$ cat src/hw/rtl/pd_pkg.sv
`default_nettype none

package pd_pkg;

    localparam logic [7:0] CharPercent   = 8'h25;
    localparam logic [7:0] CharNul       = 8'h00;
    localparam logic [3:0] HexLetterBase = 4'd10;

    // escape phase codes
    localparam logic [1:0] PhIdle    = 2'd0;
    localparam logic [1:0] PhPercent = 2'd1;
    localparam logic [1:0] PhDigit   = 2'd2;

    localparam int QDepth = 4;
    localparam int QAw    = $clog2(QDepth);
    localparam int QCw    = $clog2(QDepth + 1);

    typedef struct packed {
        logic [7:0] in_char;
        logic       in_last;
    } t_in_word;

    typedef struct packed {
        logic [7:0] out_byte;
        logic       out_last;
        logic       has_nul;
    } t_out_word;

    // up to three decoded bytes caused by one input character
    typedef struct packed {
        logic [1:0]      cnt;
        logic [2:0][7:0] bytes;
        logic            last;
        logic            nul;
    } t_grp;

    typedef struct packed {
        logic empty;
        logic full;
    } t_q_stat;

    typedef struct packed {
        logic       ok;
        logic [3:0] val;
    } t_hex;

    function automatic t_hex hex_of(input logic [7:0] c);
        t_hex h;
        h.ok  = 1'b1;
        h.val = 4'd0;
        if (c >= "0" && c <= "9") begin
            h.val = 4'(c - "0");
        end else if (c >= "a" && c <= "f") begin
            h.val = HexLetterBase + 4'(c - "a");
        end else if (c >= "A" && c <= "F") begin
            h.val = HexLetterBase + 4'(c - "A");
        end else begin
            h.ok = 1'b0;
        end
        return h;
    endfunction

    function automatic t_grp grp_add(input t_grp g, input logic [7:0] b);
        t_grp r;
        r = g;
        case (g.cnt)
            2'd0: begin
                r.bytes[0] = b;
                r.cnt      = 2'd1;
            end
            2'd1: begin
                r.bytes[1] = b;
                r.cnt      = 2'd2;
            end
            2'd2: begin
                r.bytes[2] = b;
                r.cnt      = 2'd3;
            end
            default: begin
            end
        endcase
        if (g.cnt != 2'd3 && b == CharNul) begin
            r.nul = 1'b1;
        end
        return r;
    endfunction

endpackage

`default_nettype wire

$ cat src/hw/rtl/pd_front.sv
`default_nettype none

module pd_front
    import pd_pkg::*;
(
    input  wire logic     i_clk,
    input  wire logic     i_rst_n,
    input  wire logic     i_take,
    input  wire t_in_word i_word,
    output t_grp          o_grp,
    output logic          o_grp_valid
);

    logic [1:0] r_phase, n_phase;
    logic [7:0] r_held, n_held;
    logic       r_nul, n_nul;

    t_hex hc;
    t_hex hh;
    t_grp g;

    always_comb begin
        hc       = hex_of(i_word.in_char);
        hh       = hex_of(r_held);
        g.cnt    = 2'd0;
        g.bytes  = '0;
        g.last   = i_word.in_last;
        g.nul    = r_nul;
        n_phase  = PhIdle;
        n_held   = r_held;

        case (r_phase)
            PhPercent: begin
                if (hc.ok) begin
                    n_held  = i_word.in_char;
                    n_phase = PhDigit;
                end else begin
                    g = grp_add(g, CharPercent);
                    if (i_word.in_char == CharPercent) n_phase = PhPercent;
                    else g = grp_add(g, i_word.in_char);
                end
            end
            PhDigit: begin
                if (hc.ok && hh.ok) begin
                    g      = grp_add(g, {hh.val, hc.val});
                    n_held = 8'd0;
                end else begin
                    g      = grp_add(g, CharPercent);
                    g      = grp_add(g, r_held);
                    n_held = 8'd0;
                    if (i_word.in_char == CharPercent) n_phase = PhPercent;
                    else g = grp_add(g, i_word.in_char);
                end
            end
            default: begin
                if (i_word.in_char == CharPercent) n_phase = PhPercent;
                else g = grp_add(g, i_word.in_char);
            end
        endcase

        // truncated escape at end of string goes out literally
        if (i_word.in_last) begin
            if (n_phase == PhPercent) begin
                g = grp_add(g, CharPercent);
            end else if (n_phase == PhDigit) begin
                g = grp_add(g, CharPercent);
                g = grp_add(g, n_held);
            end
        end

        n_nul = g.nul;
        if (i_word.in_last) begin
            n_phase = PhIdle;
            n_held  = 8'd0;
            n_nul   = 1'b0;
        end
    end

    assign o_grp       = g;
    assign o_grp_valid = i_take && (g.cnt != 2'd0);

    always_ff @(posedge i_clk) begin
        if (!i_rst_n) begin
            r_phase <= PhIdle;
            r_held  <= 8'd0;
            r_nul   <= 1'b0;
        end else if (i_take) begin
            r_phase <= n_phase;
            r_held  <= n_held;
            r_nul   <= n_nul;
        end
    end

endmodule

`default_nettype wire

$ cat src/hw/rtl/pd_queue.sv
`default_nettype none

module pd_queue
    import pd_pkg::*;
(
    input  wire logic i_clk,
    input  wire logic i_rst_n,
    input  wire logic i_wr,
    input  wire t_grp i_grp,
    input  wire logic i_rd,
    output t_grp      o_grp,
    output t_q_stat   o_stat
);

    t_grp             r_mem [QDepth];
    logic [QAw-1:0]   r_wp, r_rp;
    logic [QCw-1:0]   r_cnt;
    logic             wr_ok, rd_ok;

    assign o_stat.empty = (r_cnt == QCw'(0));
    assign o_stat.full  = (r_cnt == QCw'(QDepth));
    assign wr_ok        = i_wr && !o_stat.full;
    assign rd_ok        = i_rd && !o_stat.empty;
    assign o_grp        = r_mem[r_rp];

    always_ff @(posedge i_clk) begin
        if (wr_ok) r_mem[r_wp] <= i_grp;
    end

    always_ff @(posedge i_clk) begin
        if (!i_rst_n) begin
            r_wp  <= '0;
            r_rp  <= '0;
            r_cnt <= '0;
        end else begin
            if (wr_ok) r_wp <= r_wp + QAw'(1);
            if (rd_ok) r_rp <= r_rp + QAw'(1);
            case ({wr_ok, rd_ok})
                2'b10:   r_cnt <= r_cnt + QCw'(1);
                2'b01:   r_cnt <= r_cnt - QCw'(1);
                default: r_cnt <= r_cnt;
            endcase
        end
    end

endmodule

`default_nettype wire

$ cat src/hw/rtl/pd_back.sv
`default_nettype none

module pd_back
    import pd_pkg::*;
(
    input  wire logic    i_clk,
    input  wire logic    i_rst_n,
    input  wire t_grp    i_grp,
    input  wire t_q_stat i_stat,
    output logic         o_rd,
    input  wire logic    pop,
    output logic         empty,
    output t_out_word    o_out_word
);

    logic       r_valid;
    t_out_word  r_word;
    logic [1:0] r_idx;
    logic       load;
    logic       final_byte;

    assign load       = !r_valid || pop;
    assign final_byte = (r_idx == (i_grp.cnt - 2'd1));
    assign o_rd       = load && !i_stat.empty && final_byte;
    assign empty      = !r_valid;
    assign o_out_word = r_word;

    always_ff @(posedge i_clk) begin
        if (load && !i_stat.empty) begin
            r_word.out_byte <= i_grp.bytes[r_idx];
            r_word.out_last <= i_grp.last && final_byte;
            r_word.has_nul  <= i_grp.last && final_byte && i_grp.nul;
        end
    end

    always_ff @(posedge i_clk) begin
        if (!i_rst_n) begin
            r_valid <= 1'b0;
            r_idx   <= 2'd0;
        end else if (load) begin
            r_valid <= !i_stat.empty;
            if (!i_stat.empty) begin
                r_idx <= final_byte ? 2'd0 : r_idx + 2'd1;
            end
        end
    end

endmodule

`default_nettype wire

$ cat src/hw/rtl/percent_decoder_core.sv
`default_nettype none

// Streaming URL percent-decoder. Characters of an encoded string come in one
// word per push, with in_last on the final character; decoded bytes leave one
// word per pop, with out_last on the final byte of the string and has_nul set
// there when any decoded byte of the string was zero. "%XY" with two hex
// digits in either case becomes one byte; a broken or truncated escape is
// passed through literally, and a '%' inside it may open a fresh escape. One
// character can be taken every cycle while full is low; a character may
// cause zero to three bytes, and the result side delivers one byte per cycle
// while results are popped, so the sustained rate is set by the number of
// bytes out. A decoded byte is written into the group queue and then into the
// output register before it reaches the result ports. A four-entry group
// queue between the classifier and the byte serializer absorbs expansion;
// full rises only when that queue is full.
module percent_decoder_core
    import pd_pkg::*;
(
    input  wire logic     i_clk,
    input  wire logic     i_rst_n,
    input  wire logic     push,
    output logic          full,
    input  wire t_in_word i_in_word,
    input  wire logic     pop,
    output logic          empty,
    output t_out_word     o_out_word
);

    t_grp    front_grp;     // bytes caused by the current character
    logic    front_valid;   // accepted character made at least one byte
    t_grp    head_grp;      // oldest group waiting for the serializer
    t_q_stat q_stat;
    logic    q_rd;          // serializer finished the head group

    // front: escape tracking and classification, updates on accept
    pd_front u_front (
        .i_clk       (i_clk),
        .i_rst_n     (i_rst_n),
        .i_take      (push && !full),
        .i_word      (i_in_word),
        .o_grp       (front_grp),
        .o_grp_valid (front_valid)
    );

    // decoupling queue of byte groups
    pd_queue u_queue (
        .i_clk   (i_clk),
        .i_rst_n (i_rst_n),
        .i_wr    (front_valid),
        .i_grp   (front_grp),
        .i_rd    (q_rd),
        .o_grp   (head_grp),
        .o_stat  (q_stat)
    );

    assign full = q_stat.full;

    // back: walks a group one byte per cycle into the output register while that register is empty or popped
    pd_back u_back (
        .i_clk      (i_clk),
        .i_rst_n    (i_rst_n),
        .i_grp      (head_grp),
        .i_stat     (q_stat),
        .o_rd       (q_rd),
        .pop        (pop),
        .empty      (empty),
        .o_out_word (o_out_word)
    );

endmodule

`default_nettype wire

$ cat config.mk
export PLATFORM = sky130hd
export DESIGN_NAME = percent_decoder_core
export DESIGN_NICKNAME = d
export VERILOG_FILES = /design/src/hw/rtl/pd_pkg.sv /design/src/hw/rtl/pd_front.sv /design/src/hw/rtl/pd_queue.sv /design/src/hw/rtl/pd_back.sv /design/src/hw/rtl/percent_decoder_core.sv
export SDC_FILE = /design/constraint.sdc
export NUM_CORES = 1
export LEC_CHECK = 0
export BUFFER_PORTS_ARGS = -buffer_cell sky130_fd_sc_hd__buf_4
export CAP_MARGIN = 20
export CORE_MARGIN = 2
export CORE_UTILIZATION = 60
export DETAILED_ROUTE_END_ITERATION = 10
export PLACE_DENSITY_LB_ADDON = 0.05
export SYNTH_ARGS = -nofsm -noshare
export SYNTH_HDL_FRONTEND = slang
export SYNTH_SLANG_ARGS = --single-unit
$ cat constraint.sdc
create_clock -name i_clk -period 8.1 [get_ports i_clk]
set_input_delay 1.62 -clock i_clk [delete_from_list [all_inputs] [get_ports i_clk]]
set_output_delay 1.62 -clock i_clk [all_outputs]
set_load 0.03 [all_outputs]
==> results.md, run 1 <==
- The flow ran to the end, and the final reports show no timing, DRC or antenna violations.
- For met3 alone, demand over resource in global routing was 0.0511.
- The floorplan step set the die height to 110 um.
- The final layout contains 514 nets.
- The clock transition time at the flip-flop clock pins of the worst setup and hold paths is 0.06 ns.
- Counting cells, the worst reg-to-reg path comes to 13.
- The maximum number of pins on one net before global-route repair is 29.
- The count of cells in the finished layout, fillers not included, comes to 639.
- The number of antenna violations at the first check in global routing is 0.
- The die covers 12100 um^2.
- The wire length of the first global-routing pass is 22700 um.
- The H-tree depth reported by CTS is 4.
- The compound-cell area share of the yosys netlist was 0.121.
- In the final layout, flip-flops and latches occupy 4130 um^2.
- The final count of hold timing violations is 0.
- The total I/O pin count is 25.
- In the synthesized netlist the async set-or-reset flop fraction comes to 0.
- In the finished design, the share of the clock period the worst path needs comes to 0.564.
- The critical path data arrival time is 5.02 ns.
- The most frequent standard cell in the layout excluding fill and tap cells is sky130_fd_sc_hd__edfxtp_1.
- The number of fill cells in the layout is 721.
- The HPWL after detailed placement is 9570 um.
- Leaving out fill and tap cells, the most frequent cells in the layout are sky130_fd_sc_hd__edfxtp_1, sky130_fd_sc_hd__buf_4, sky130_fd_sc_hd__mux4_2.
- After synthesis, the largest family of logic cells by area is compound AO/OA/AOI/OAI gates.
- Of the total synthesized cell area, the portion taken by XOR and XNOR cells is 0.00909.
- The routed via count divided by cell count is 6.49.
- The number of stages on the worst hold path is 2.
- The clock passes through at most 2 buffers.
- The cell leakage power is 2.52 nW.
- The global-route congestion overflow total is 0.
- The number of remaining DRC errors is 0.
- The number of gates resized after cts is 0.
- The worst setup slack for register-to-register paths is 4.37 ns.
- Before antenna repair, the detailed router went through 6 iterations.
- Dividing the detail-routed wire length by the instance count gives 22.7 um.
- The worst hold slack across all endpoints is 0.482 ns.
- Setup repair after global routing left no endpoint under its margin.
- The number of inserted diodes is 0.
- The met2 demand-to-capacity share in global routing is 0.421.
- The footprint of the multi-input gates is 2410 um^2.
- For the worst-skew pair, the clock arrives at the later sink with an insertion delay of 0.53 ns.
- The post-detailed-route count of antenna-violating nets is 0.
- The sequential-to-total area share from yosys stat is 0.612.
- The tool flagged a number of max-cap violations equal to 0.
- Of the total synthesized cell area, the portion taken by AND, OR, NAND and NOR gates is 0.0872.
- The instance count of the mapped netlist is 464.
- The layout-stage area growth over the synthesis result is 12.4%.
- The overall routed net length is 14500 um.
- The synthesized design spends more area on one cell type than any other, namely sky130_fd_sc_hd__edfxtp_1.
- The worst voltage drop across the vdd grid is 0.198 mV.
- The number of global-route vias before repair is 4095.
- Dividing total power by cell area gives a power density of 286 nW/um^2.
- For this run, the top clock speed supported by timing is 219 MHz.
- In this run the worst hold path is classified as reg2reg.
- The routed layout has 4149 vias.
- The routing layer with the top usage in global route is met2.
- The flip-flop and latch count after synthesis is 145.
- For the worst setup path, the data required time is 8.56 ns.
- Adding up every negative setup slack in the final design gives 0 ns.
- For this configuration, the core starts out at a cell density of 0.619.
- The clock tree skew after final layout is 0.0120 ns.
- The post-synth net total is 491.
- Setup violations remaining at the end of the flow were counted as 0.
- The worst hold path begins at u_back.r_valid$_SDFFE_PN0N_.
- The number of clock buffers inserted by TritonCTS is 17.
- The number of placed instances, taps included is 607.
- The overall global routing resource usage is 0.263.
- The area of all placed cells without fillers is 7580 um^2.
- Of the total synthesized cell area, the portion taken by full adders, half adders and majority gates is 0.0271.
- The met1 track demand over resource is 0.359.
- After clock tree synthesis, the flow added hold-fix buffers numbering 0.
- The normalized max-slew margin is 0.350.
- The post-CTS setup buffer count is 0.
- The critical path launch point type is an input pin.
- At the pin with the least slew margin, the transition time is 0.967 ns.
- Tracing the worst setup path back leads to its startpoint at i_in_word[2].
- The mean area per synthesized cell is 14.5 um^2.
- The startpoint of the worst register-to-register path is u_front.r_held[1]$_SDFFE_PN0P_.
- The worst setup path is captured at a flip-flop.
- The cell row count is 38.
- The floorplan step set the die width to 110 um.
- The synthesized netlist contains 67 unique library cells.
- The count of buffers added on input and output ports is 24.
- The iteration-0 DRC count of the detailed router is 474.
- The buffer cell driving the clock tree root is sky130_fd_sc_hd__clkbuf_8.
- The synthesized design contains 122 enable-type register cells.
- Summing all placed instances gives a cell area of 7000 um^2.
- Yosys printed 0 warnings.
- The CTS tree is built.
- In the synthesized netlist the dominant register cell turns out to be sky130_fd_sc_hd__edfxtp_1.
- Yosys attributes the largest share of cell area to sky130_fd_sc_hd__edfxtp_1, sky130_fd_sc_hd__mux4_2, sky130_fd_sc_hd__dfxtp_1.
- The synthesized area is 6740 um^2.
- The area of the placeable core is 10900 um^2.
- The placer's final routability congestion estimate is 1.04.
- The sink count of the clock tree is 145.
- Measured against the total synthesized area, the mux share comes to 0.113.
- The critical path start-end classification is in2reg.
- The portion of synthesized cell area occupied by the leading cell type is 0.543.
- The number of pins with negative max-slew slack in the final report was 0.
- For the finished layout, the period the worst path requires is 4.57 ns.
- The share of final-layout standard cells stronger than drive strength 1 is 0.202.
- The largest driver fanout on the critical path is 12.
- The utilization after layout is 0.696.
==> path summary, 6_finish.rpt <==
| check | end |
|---|---|
| setup / recovery | u_queue.r_cnt[2]$_SDFFE_PN0P_ |
| hold / removal | u_back.r_valid$_SDFFE_PN0N_ |
| hold reg to reg | u_back.r_valid$_SDFFE_PN0N_ |
| setup reg to reg | u_queue.r_cnt[2]$_SDFFE_PN0P_ |
==> kinds of logic (layout without fill, tap and decap cells) <==
| family | Yosys count | count (layout) |
|---|---|---|
| AO/OA/AOI/OAI | 107 | 107 |
| XOR/XNOR | 7 | 7 |
| adder cells (fa/ha/maj) | 14 | 14 |
| buffers and inverters | 45 | 80 |
| flip-flops | 145 | 145 |
| multiplexers | 41 | 41 |
| AND/OR/NAND/NOR | 105 | 105 |
==> area by class of cell <==
| type | count | share of cell area |
|---|---|---|
| Clock inverter | 12 | 0.0180 |
| Tap cell | 140 | 0.0231 |
| Multi-Input combinational cell | 274 | 0.318 |
| Clock buffer | 19 | 0.0557 |
| Inverter | 19 | 0.00941 |
| Timing Repair Buffer | 30 | 0.0314 |
| Sequential cell | 145 | 0.545 |
==> sequential cells by signal, indices dropped and copies added, names as in the netlist, named ones only <==
| signal | count |
|---|---|
| u_queue.r_wp | 2 |
| u_queue.r_mem | 112 |
| u_front.r_nul | 1 |
| u_back.r_valid | 1 |
| u_queue.r_rp | 2 |
| u_front.r_phase | 2 |
| u_back.r_idx | 2 |
| u_queue.r_cnt | 3 |
| u_back.o_out_word | 10 |
| u_front.r_held | 8 |
==> synth_stat cells, types with 2 or more instances <==
cell type                   instances
sky130_fd_sc_hd__a21boi_0           2
sky130_fd_sc_hd__a21o_1             4
sky130_fd_sc_hd__a21oi_1           11
sky130_fd_sc_hd__a21oi_2            2
sky130_fd_sc_hd__a221o_1            2
sky130_fd_sc_hd__a22o_1             7
sky130_fd_sc_hd__a22oi_1           11
sky130_fd_sc_hd__a31oi_1            5
sky130_fd_sc_hd__a32oi_1            6
sky130_fd_sc_hd__and2_1            11
sky130_fd_sc_hd__and3_1             5
sky130_fd_sc_hd__buf_2              5
sky130_fd_sc_hd__buf_6              4
sky130_fd_sc_hd__clkbuf_1          15
sky130_fd_sc_hd__dfxtp_1           23
sky130_fd_sc_hd__edfxtp_1         122
sky130_fd_sc_hd__ha_1              13
sky130_fd_sc_hd__inv_1             18
sky130_fd_sc_hd__mux2i_1           13
sky130_fd_sc_hd__mux4_2            28
sky130_fd_sc_hd__nand2_1           27
sky130_fd_sc_hd__nand2b_1           5
sky130_fd_sc_hd__nand3_1            6
sky130_fd_sc_hd__nand4bb_1          2
sky130_fd_sc_hd__nor2_1            12
sky130_fd_sc_hd__nor2b_1           17
sky130_fd_sc_hd__nor3_1             4
sky130_fd_sc_hd__nor3b_1            3
sky130_fd_sc_hd__nor4_1             3
sky130_fd_sc_hd__o2111ai_1          3
sky130_fd_sc_hd__o211ai_1           2
sky130_fd_sc_hd__o21ai_0           16
sky130_fd_sc_hd__o21bai_1           2
sky130_fd_sc_hd__o22ai_1            4
sky130_fd_sc_hd__o2bb2ai_1          9
sky130_fd_sc_hd__o31ai_1            4
sky130_fd_sc_hd__o32ai_1            3
sky130_fd_sc_hd__xnor2_1            6
==> worst max-delay path, stage by stage <==
cell and delay [ns]:
sky130_fd_sc_hd__buf_4 0.14, sky130_fd_sc_hd__inv_1 0.12, sky130_fd_sc_hd__ha_1 0.24, sky130_fd_sc_hd__nand4b_1 0.18, sky130_fd_sc_hd__or2_1 0.42, sky130_fd_sc_hd__nor4_2 0.36
sky130_fd_sc_hd__a2bb2oi_2 0.26, sky130_fd_sc_hd__o21ba_1 0.30, sky130_fd_sc_hd__inv_1 0.07, sky130_fd_sc_hd__ha_1 0.23, sky130_fd_sc_hd__fa_1 0.45, sky130_fd_sc_hd__xnor2_1 0.15
sky130_fd_sc_hd__or3_1 0.31, sky130_fd_sc_hd__a21boi_0 0.16
==> layer usage <==
metal  share of wire  vias to the layer above
li1                -                     1880
met1            0.42                     2064
met2            0.49                      172
met3           0.061                       33
met4           0.023                        0
met5               0                        -
==> power breakdown <==
part | total, mW | switching, mW | internal [mW]
Sequential | 0.981 | 0.0493 | 0.932
Clock | 0.727 | 0.290 | 0.437
Combinational | 0.459 | 0.270 | 0.189
Total | 2.17 | 0.610 | 1.56
==> through the flow <==
step           setup WS, ns  total power, mW
5_1_grt                3.25             2.26
6_report               3.53             2.17
4_1_cts                3.58             2.19
3_3_place_gp           3.17             1.44
2_1_floorplan          3.56             1.31
3_5_place_dp           3.03             1.45
Power figures use the tool's default switching activity.
==> run 2: changes to the inputs <==
--- a/config.mk
+++ b/config.mk
@@ -5,6 +5,7 @@
 export SDC_FILE = /design/constraint.sdc
 export NUM_CORES = 1
 export LEC_CHECK = 0
+export ABC_AREA = 1
 export BUFFER_PORTS_ARGS = -buffer_cell sky130_fd_sc_hd__buf_4
 export CAP_MARGIN = 20
 export CORE_MARGIN = 2
==> constraint.sdc (replaced) <==
create_clock -name i_clk -period 4.51 [get_ports i_clk]
set_input_delay 0.902 -clock i_clk [delete_from_list [all_inputs] [get_ports i_clk]]
set_output_delay 0.902 -clock i_clk [all_outputs]
set_load 0.03 [all_outputs]
==> run 2 against run 1 <==
  * Sequential cell count unchanged
  * Area after synthesis increased by 1.6%
  * Synthesized cell count rose by 46%
  * Sequential share of layout area decreased by 1.4 points
  * Die area is 1.5% higher
  * Power is 90% higher
==> results.md, run 2 <==
- The overall global routing resource usage is 0.285.
- The number of inserted diodes is 0.
- The area growth from synthesis to layout is 13.5%.
- Clock latency on the worst-skew pair, taken at its later pin, is 0.42 ns.
- After detailed routing, the number of remaining DRC violations is 0.
- The adder-cell area share of the yosys netlist is 0.0267.
- In this run, CTS created clock tree buffers numbering 17.
- The worst path in the final design needs a cycle of 3.42 ns, including I/O delays and setup.
- Setup violations remaining at the end of the flow were counted as 0.
- The register with the most flip-flops in the layout has 112 of them.
- The post-CTS setup buffer count is 0.
- The cell leakage power is 2.93 nW.
- The area of the placeable core is 11300 um^2.
- After detailed routing, the average wire length per cell comes to 19.6 um.
- The CTS tree is built.
- The sum of negative setup slack is 0 ns.
- The number of global-route vias before repair is 5112.
- The length of the first detailed-routing pass in iterations is 5.
- The worst-case IR drop observed on VDD is 0.446 mV.
- After clock tree synthesis, the repair step resized 0 gates.
- The final non-filler cell total is 861.
- Power spread over the standard cell area amounts to 528 nW/um^2.
- The post-synth net total is 705.
- Of the total synthesized cell area, the portion taken by XOR and XNOR cells is 0.00256.
- The sink count of the clock tree is 145.
- The final count of hold timing violations came to 0.
- The number of placed instances, taps included is 829.
- The number of antenna violations at the first check in global routing came to 0.
- The setup path with the least slack is of type in2reg.
- The compound-cell area share of the yosys netlist came to 0.151.
- The library cells used most frequently in the layout, excluding fill and tap cells, are sky130_fd_sc_hd__edfxtp_1, sky130_fd_sc_hd__nand2_1, sky130_fd_sc_hd__nor2_1.
- After the first detailed-routing iteration, the DRC count stood at 574.
- Setup repair after global routing left no endpoint under its margin.
- With fillers left out, the area of the finished cells amounts to 7770 um^2.
- Sorting the synthesized cells by how often they occur yields sky130_fd_sc_hd__edfxtp_1, sky130_fd_sc_hd__nor2_1, sky130_fd_sc_hd__nand2_1.
- STA classifies the critical path endpoint as a flip-flop.
- Counting every instance in the synthesized netlist gives 678.
- The combinational family with the most area after synthesis is simple AND/OR/NAND/NOR gates.
- Measured along the y axis, the die boundary spans 111 um.
- The biggest area contributor in the post-synthesis netlist is sky130_fd_sc_hd__edfxtp_1.
- The library cell used most frequently in the layout, excluding fill and tap cells, is sky130_fd_sc_hd__edfxtp_1.
- Yosys instantiated no cell more often than sky130_fd_sc_hd__edfxtp_1.
- Of the total synthesized cell area, the portion taken by AND, OR, NAND and NOR gates is 0.163.
- Based on the critical path, the design can be clocked at up to 293 MHz.
- Ranked by total cell area, the synthesized netlist is headed by sky130_fd_sc_hd__edfxtp_1, sky130_fd_sc_hd__dfxtp_1, sky130_fd_sc_hd__o21ai_0.
- The largest driver fanout on the critical path is 8.
- The tightest min-delay check is of the reg2reg type.
- The register with the most flip-flops is u_queue.r_mem.
- Entering global routing, the biggest net connects 55 pins.
- The critical path required time is 4.86 ns.
- The part of the cycle the worst path needs is 0.758.
- For this design the top-level I/O count stands at 25.
- The detail route stage leaves a number of antenna-violating nets equal to 0.
- The portion of synthesized cell area occupied by the leading cell type is 0.535.
- For this run the aggregate overflow at the end of global routing stands at 0.
- The buffer cell driving the clock tree root is sky130_fd_sc_hd__clkbuf_16.
- The floorplan step set the die width to 111 um.
- The overall routed net length is 16900 um.
- The unique cell type count in the Yosys netlist is 43.
- The final net count is 732.
- The placer's final routability congestion estimate is 0.948.
- Of the cells placed in the final design, the portion with a size suffix greater than 1 is 0.159.
- The H-tree depth reported by CTS is 4.
- The run finished with clean final reports.
- The clock transition time at the flip-flop clock pins of the worst setup and hold paths is 0.06 ns.
- The wire length of the first global-routing pass is 26900 um.
- The area of all sequential standard cells is 4120 um^2.
- The floorplan has 39 rows.
- The number of enable-type register cells in the synthesized netlist is 122.
- The full die area is 12300 um^2.
- The flip-flop and latch count after synthesis is 145.
- After synthesis the cells add up to 6850 um^2.
- The worst setup path is launched from an input pin.
- The count of maximum capacitance violations is 0.
- The routed via count divided by cell count is 5.97.
- The total via count in the routed design is 5144.
- Clock skew on the completed layout was measured at 0.00844 ns.
- The number of pins with negative max-slew slack in the final report came to 0.
- For this run, asynchronously set or reset flops after synthesis account for 0.
- The most used flip-flop cell after synthesis is sky130_fd_sc_hd__edfxtp_1.
- Headroom to the max-slew limit came out at 0.487.
- After detailed placement, the total cell area comes to 7200 um^2.
- The Yosys warning count is 0.
- The buffer levels on the longest clock path is 2.
- The average instance in the mapped netlist occupies 10.1 um^2.
- The number of I/O port buffers is 24.
- The number of buffers inserted by hold repair at cts is 0.
- The effective utilization at floorplan is 0.608.
- Counting the fill cells in the layout gives 849.
- Measured against the total synthesized area, the mux share comes to 0.
- After legalization and detailed placement, the total HPWL measured 11300 um.
- The sequential-to-total area share from yosys stat is 0.602.
- In the final layout, the multi-input gates occupy 2360 um^2.
- For the pin with the worst max-slew slack, the measured transition is 0.766 ns.
- Data on the critical path arrives at its endpoint at 3.77 ns.
[run 2: cell count changes after synthesis, moves of 12 or more]
| cell | delta |
|---|---|
| sky130_fd_sc_hd__nor2_1 | +84 |
| sky130_fd_sc_hd__nor2b_1 | -17 |
| sky130_fd_sc_hd__mux2i_1 | -13 |
| sky130_fd_sc_hd__nand2_2 | +12 |
| sky130_fd_sc_hd__o22ai_1 | +19 |
| sky130_fd_sc_hd__o21ai_0 | +56 |
| sky130_fd_sc_hd__inv_1 | +38 |
| sky130_fd_sc_hd__nand3_1 | +24 |
| sky130_fd_sc_hd__nand2_1 | +67 |
| sky130_fd_sc_hd__mux4_2 | -28 |
| sky130_fd_sc_hd__a21oi_1 | +15 |
[run 2: where the power goes]
part	internal, mW	switching (mW)	total (mW)
Combinational	0.315	0.678	0.993
Clock	0.778	0.583	1.36
Sequential	1.67	0.0845	1.75
[run 2: kinds of logic (layout without fill, tap and decap cells)]
family / after synthesis / count (layout)
AOI/OAI and AO/OA: 167 / 167
xor gates and xnor gates: 2 / 2
adders and majority gates: 14 / 14
buffers and inverters: 97 / 137
DFF: 145 / 145
and+or+nand+nor: 253 / 253
[run 2: per-stage QoR]
step           power [mW]   util  hold WS (ns)  setup slack, ns
2_1_floorplan        2.42      -         0.422            0.660
3_3_place_gp         2.73  0.639         0.440            0.749
6_report             4.11  0.690         0.451             1.09
4_1_cts              4.12  0.690         0.455             1.07
5_1_grt              4.29  0.690         0.484            0.802
3_5_place_dp         2.76  0.639         0.446            0.640
[run 2: layout make-up]
type                       instances  area share
sequential                       145       0.531
multi-input combinational        436       0.304
clock buffer                      17      0.0547
timing repair buffer              36      0.0348
inverter                          69      0.0336
tap                              143      0.0230
clock inverter                    15      0.0193
[run 2: critical path, stage by stage]
cell	delay (ns)
sky130_fd_sc_hd__buf_4	0.12
sky130_fd_sc_hd__inv_1	0.15
sky130_fd_sc_hd__ha_1	0.22
sky130_fd_sc_hd__nand2_1	0.06
sky130_fd_sc_hd__nand3_1	0.11
sky130_fd_sc_hd__nand2_2	0.09
sky130_fd_sc_hd__nand2_2	0.13
sky130_fd_sc_hd__inv_2	0.07
sky130_fd_sc_hd__nor2_4	0.10
sky130_fd_sc_hd__nand2_2	0.13
sky130_fd_sc_hd__o21ai_4	0.22
sky130_fd_sc_hd__o21ai_4	0.10
sky130_fd_sc_hd__nand3_4	0.09
sky130_fd_sc_hd__nand2_2	0.11
sky130_fd_sc_hd__ha_1	0.26
sky130_fd_sc_hd__fa_1	0.44
sky130_fd_sc_hd__a21oi_1	0.14
sky130_fd_sc_hd__o21a_1	0.14
sky130_fd_sc_hd__o21ai_0	0.07
sky130_fd_sc_hd__a21oi_1	0.11
[run 2: worst paths after layout]
check                                       end  slack, ns                      startpoint  depth (start not counted)
setup / recovery  u_queue.r_cnt[2]$_SDFFE_PN0P_       1.09                    i_in_word[2]                         20
hold / removal    u_queue.r_cnt[2]$_SDFFE_PN0P_       0.45   u_queue.r_cnt[2]$_SDFFE_PN0P_                          1
setup reg to reg  u_queue.r_cnt[2]$_SDFFE_PN0P_       1.34  u_front.r_held[0]$_SDFFE_PN0P_                         18
hold reg to reg   u_queue.r_cnt[2]$_SDFFE_PN0P_       0.45   u_queue.r_cnt[2]$_SDFFE_PN0P_                          1
[run 2: layer usage]
layer / track usage / wire [um] / part of all wire / up-vias
met5: 0 / 0 / 0 / -
met4: 0.103 / 397 / 0.023 / 0
met3: 0.0569 / 1170 / 0.069 / 36
met2: 0.474 / 8410 / 0.50 / 226
met1: 0.374 / 6930 / 0.41 / 2427
li1: - / - / - / 2455
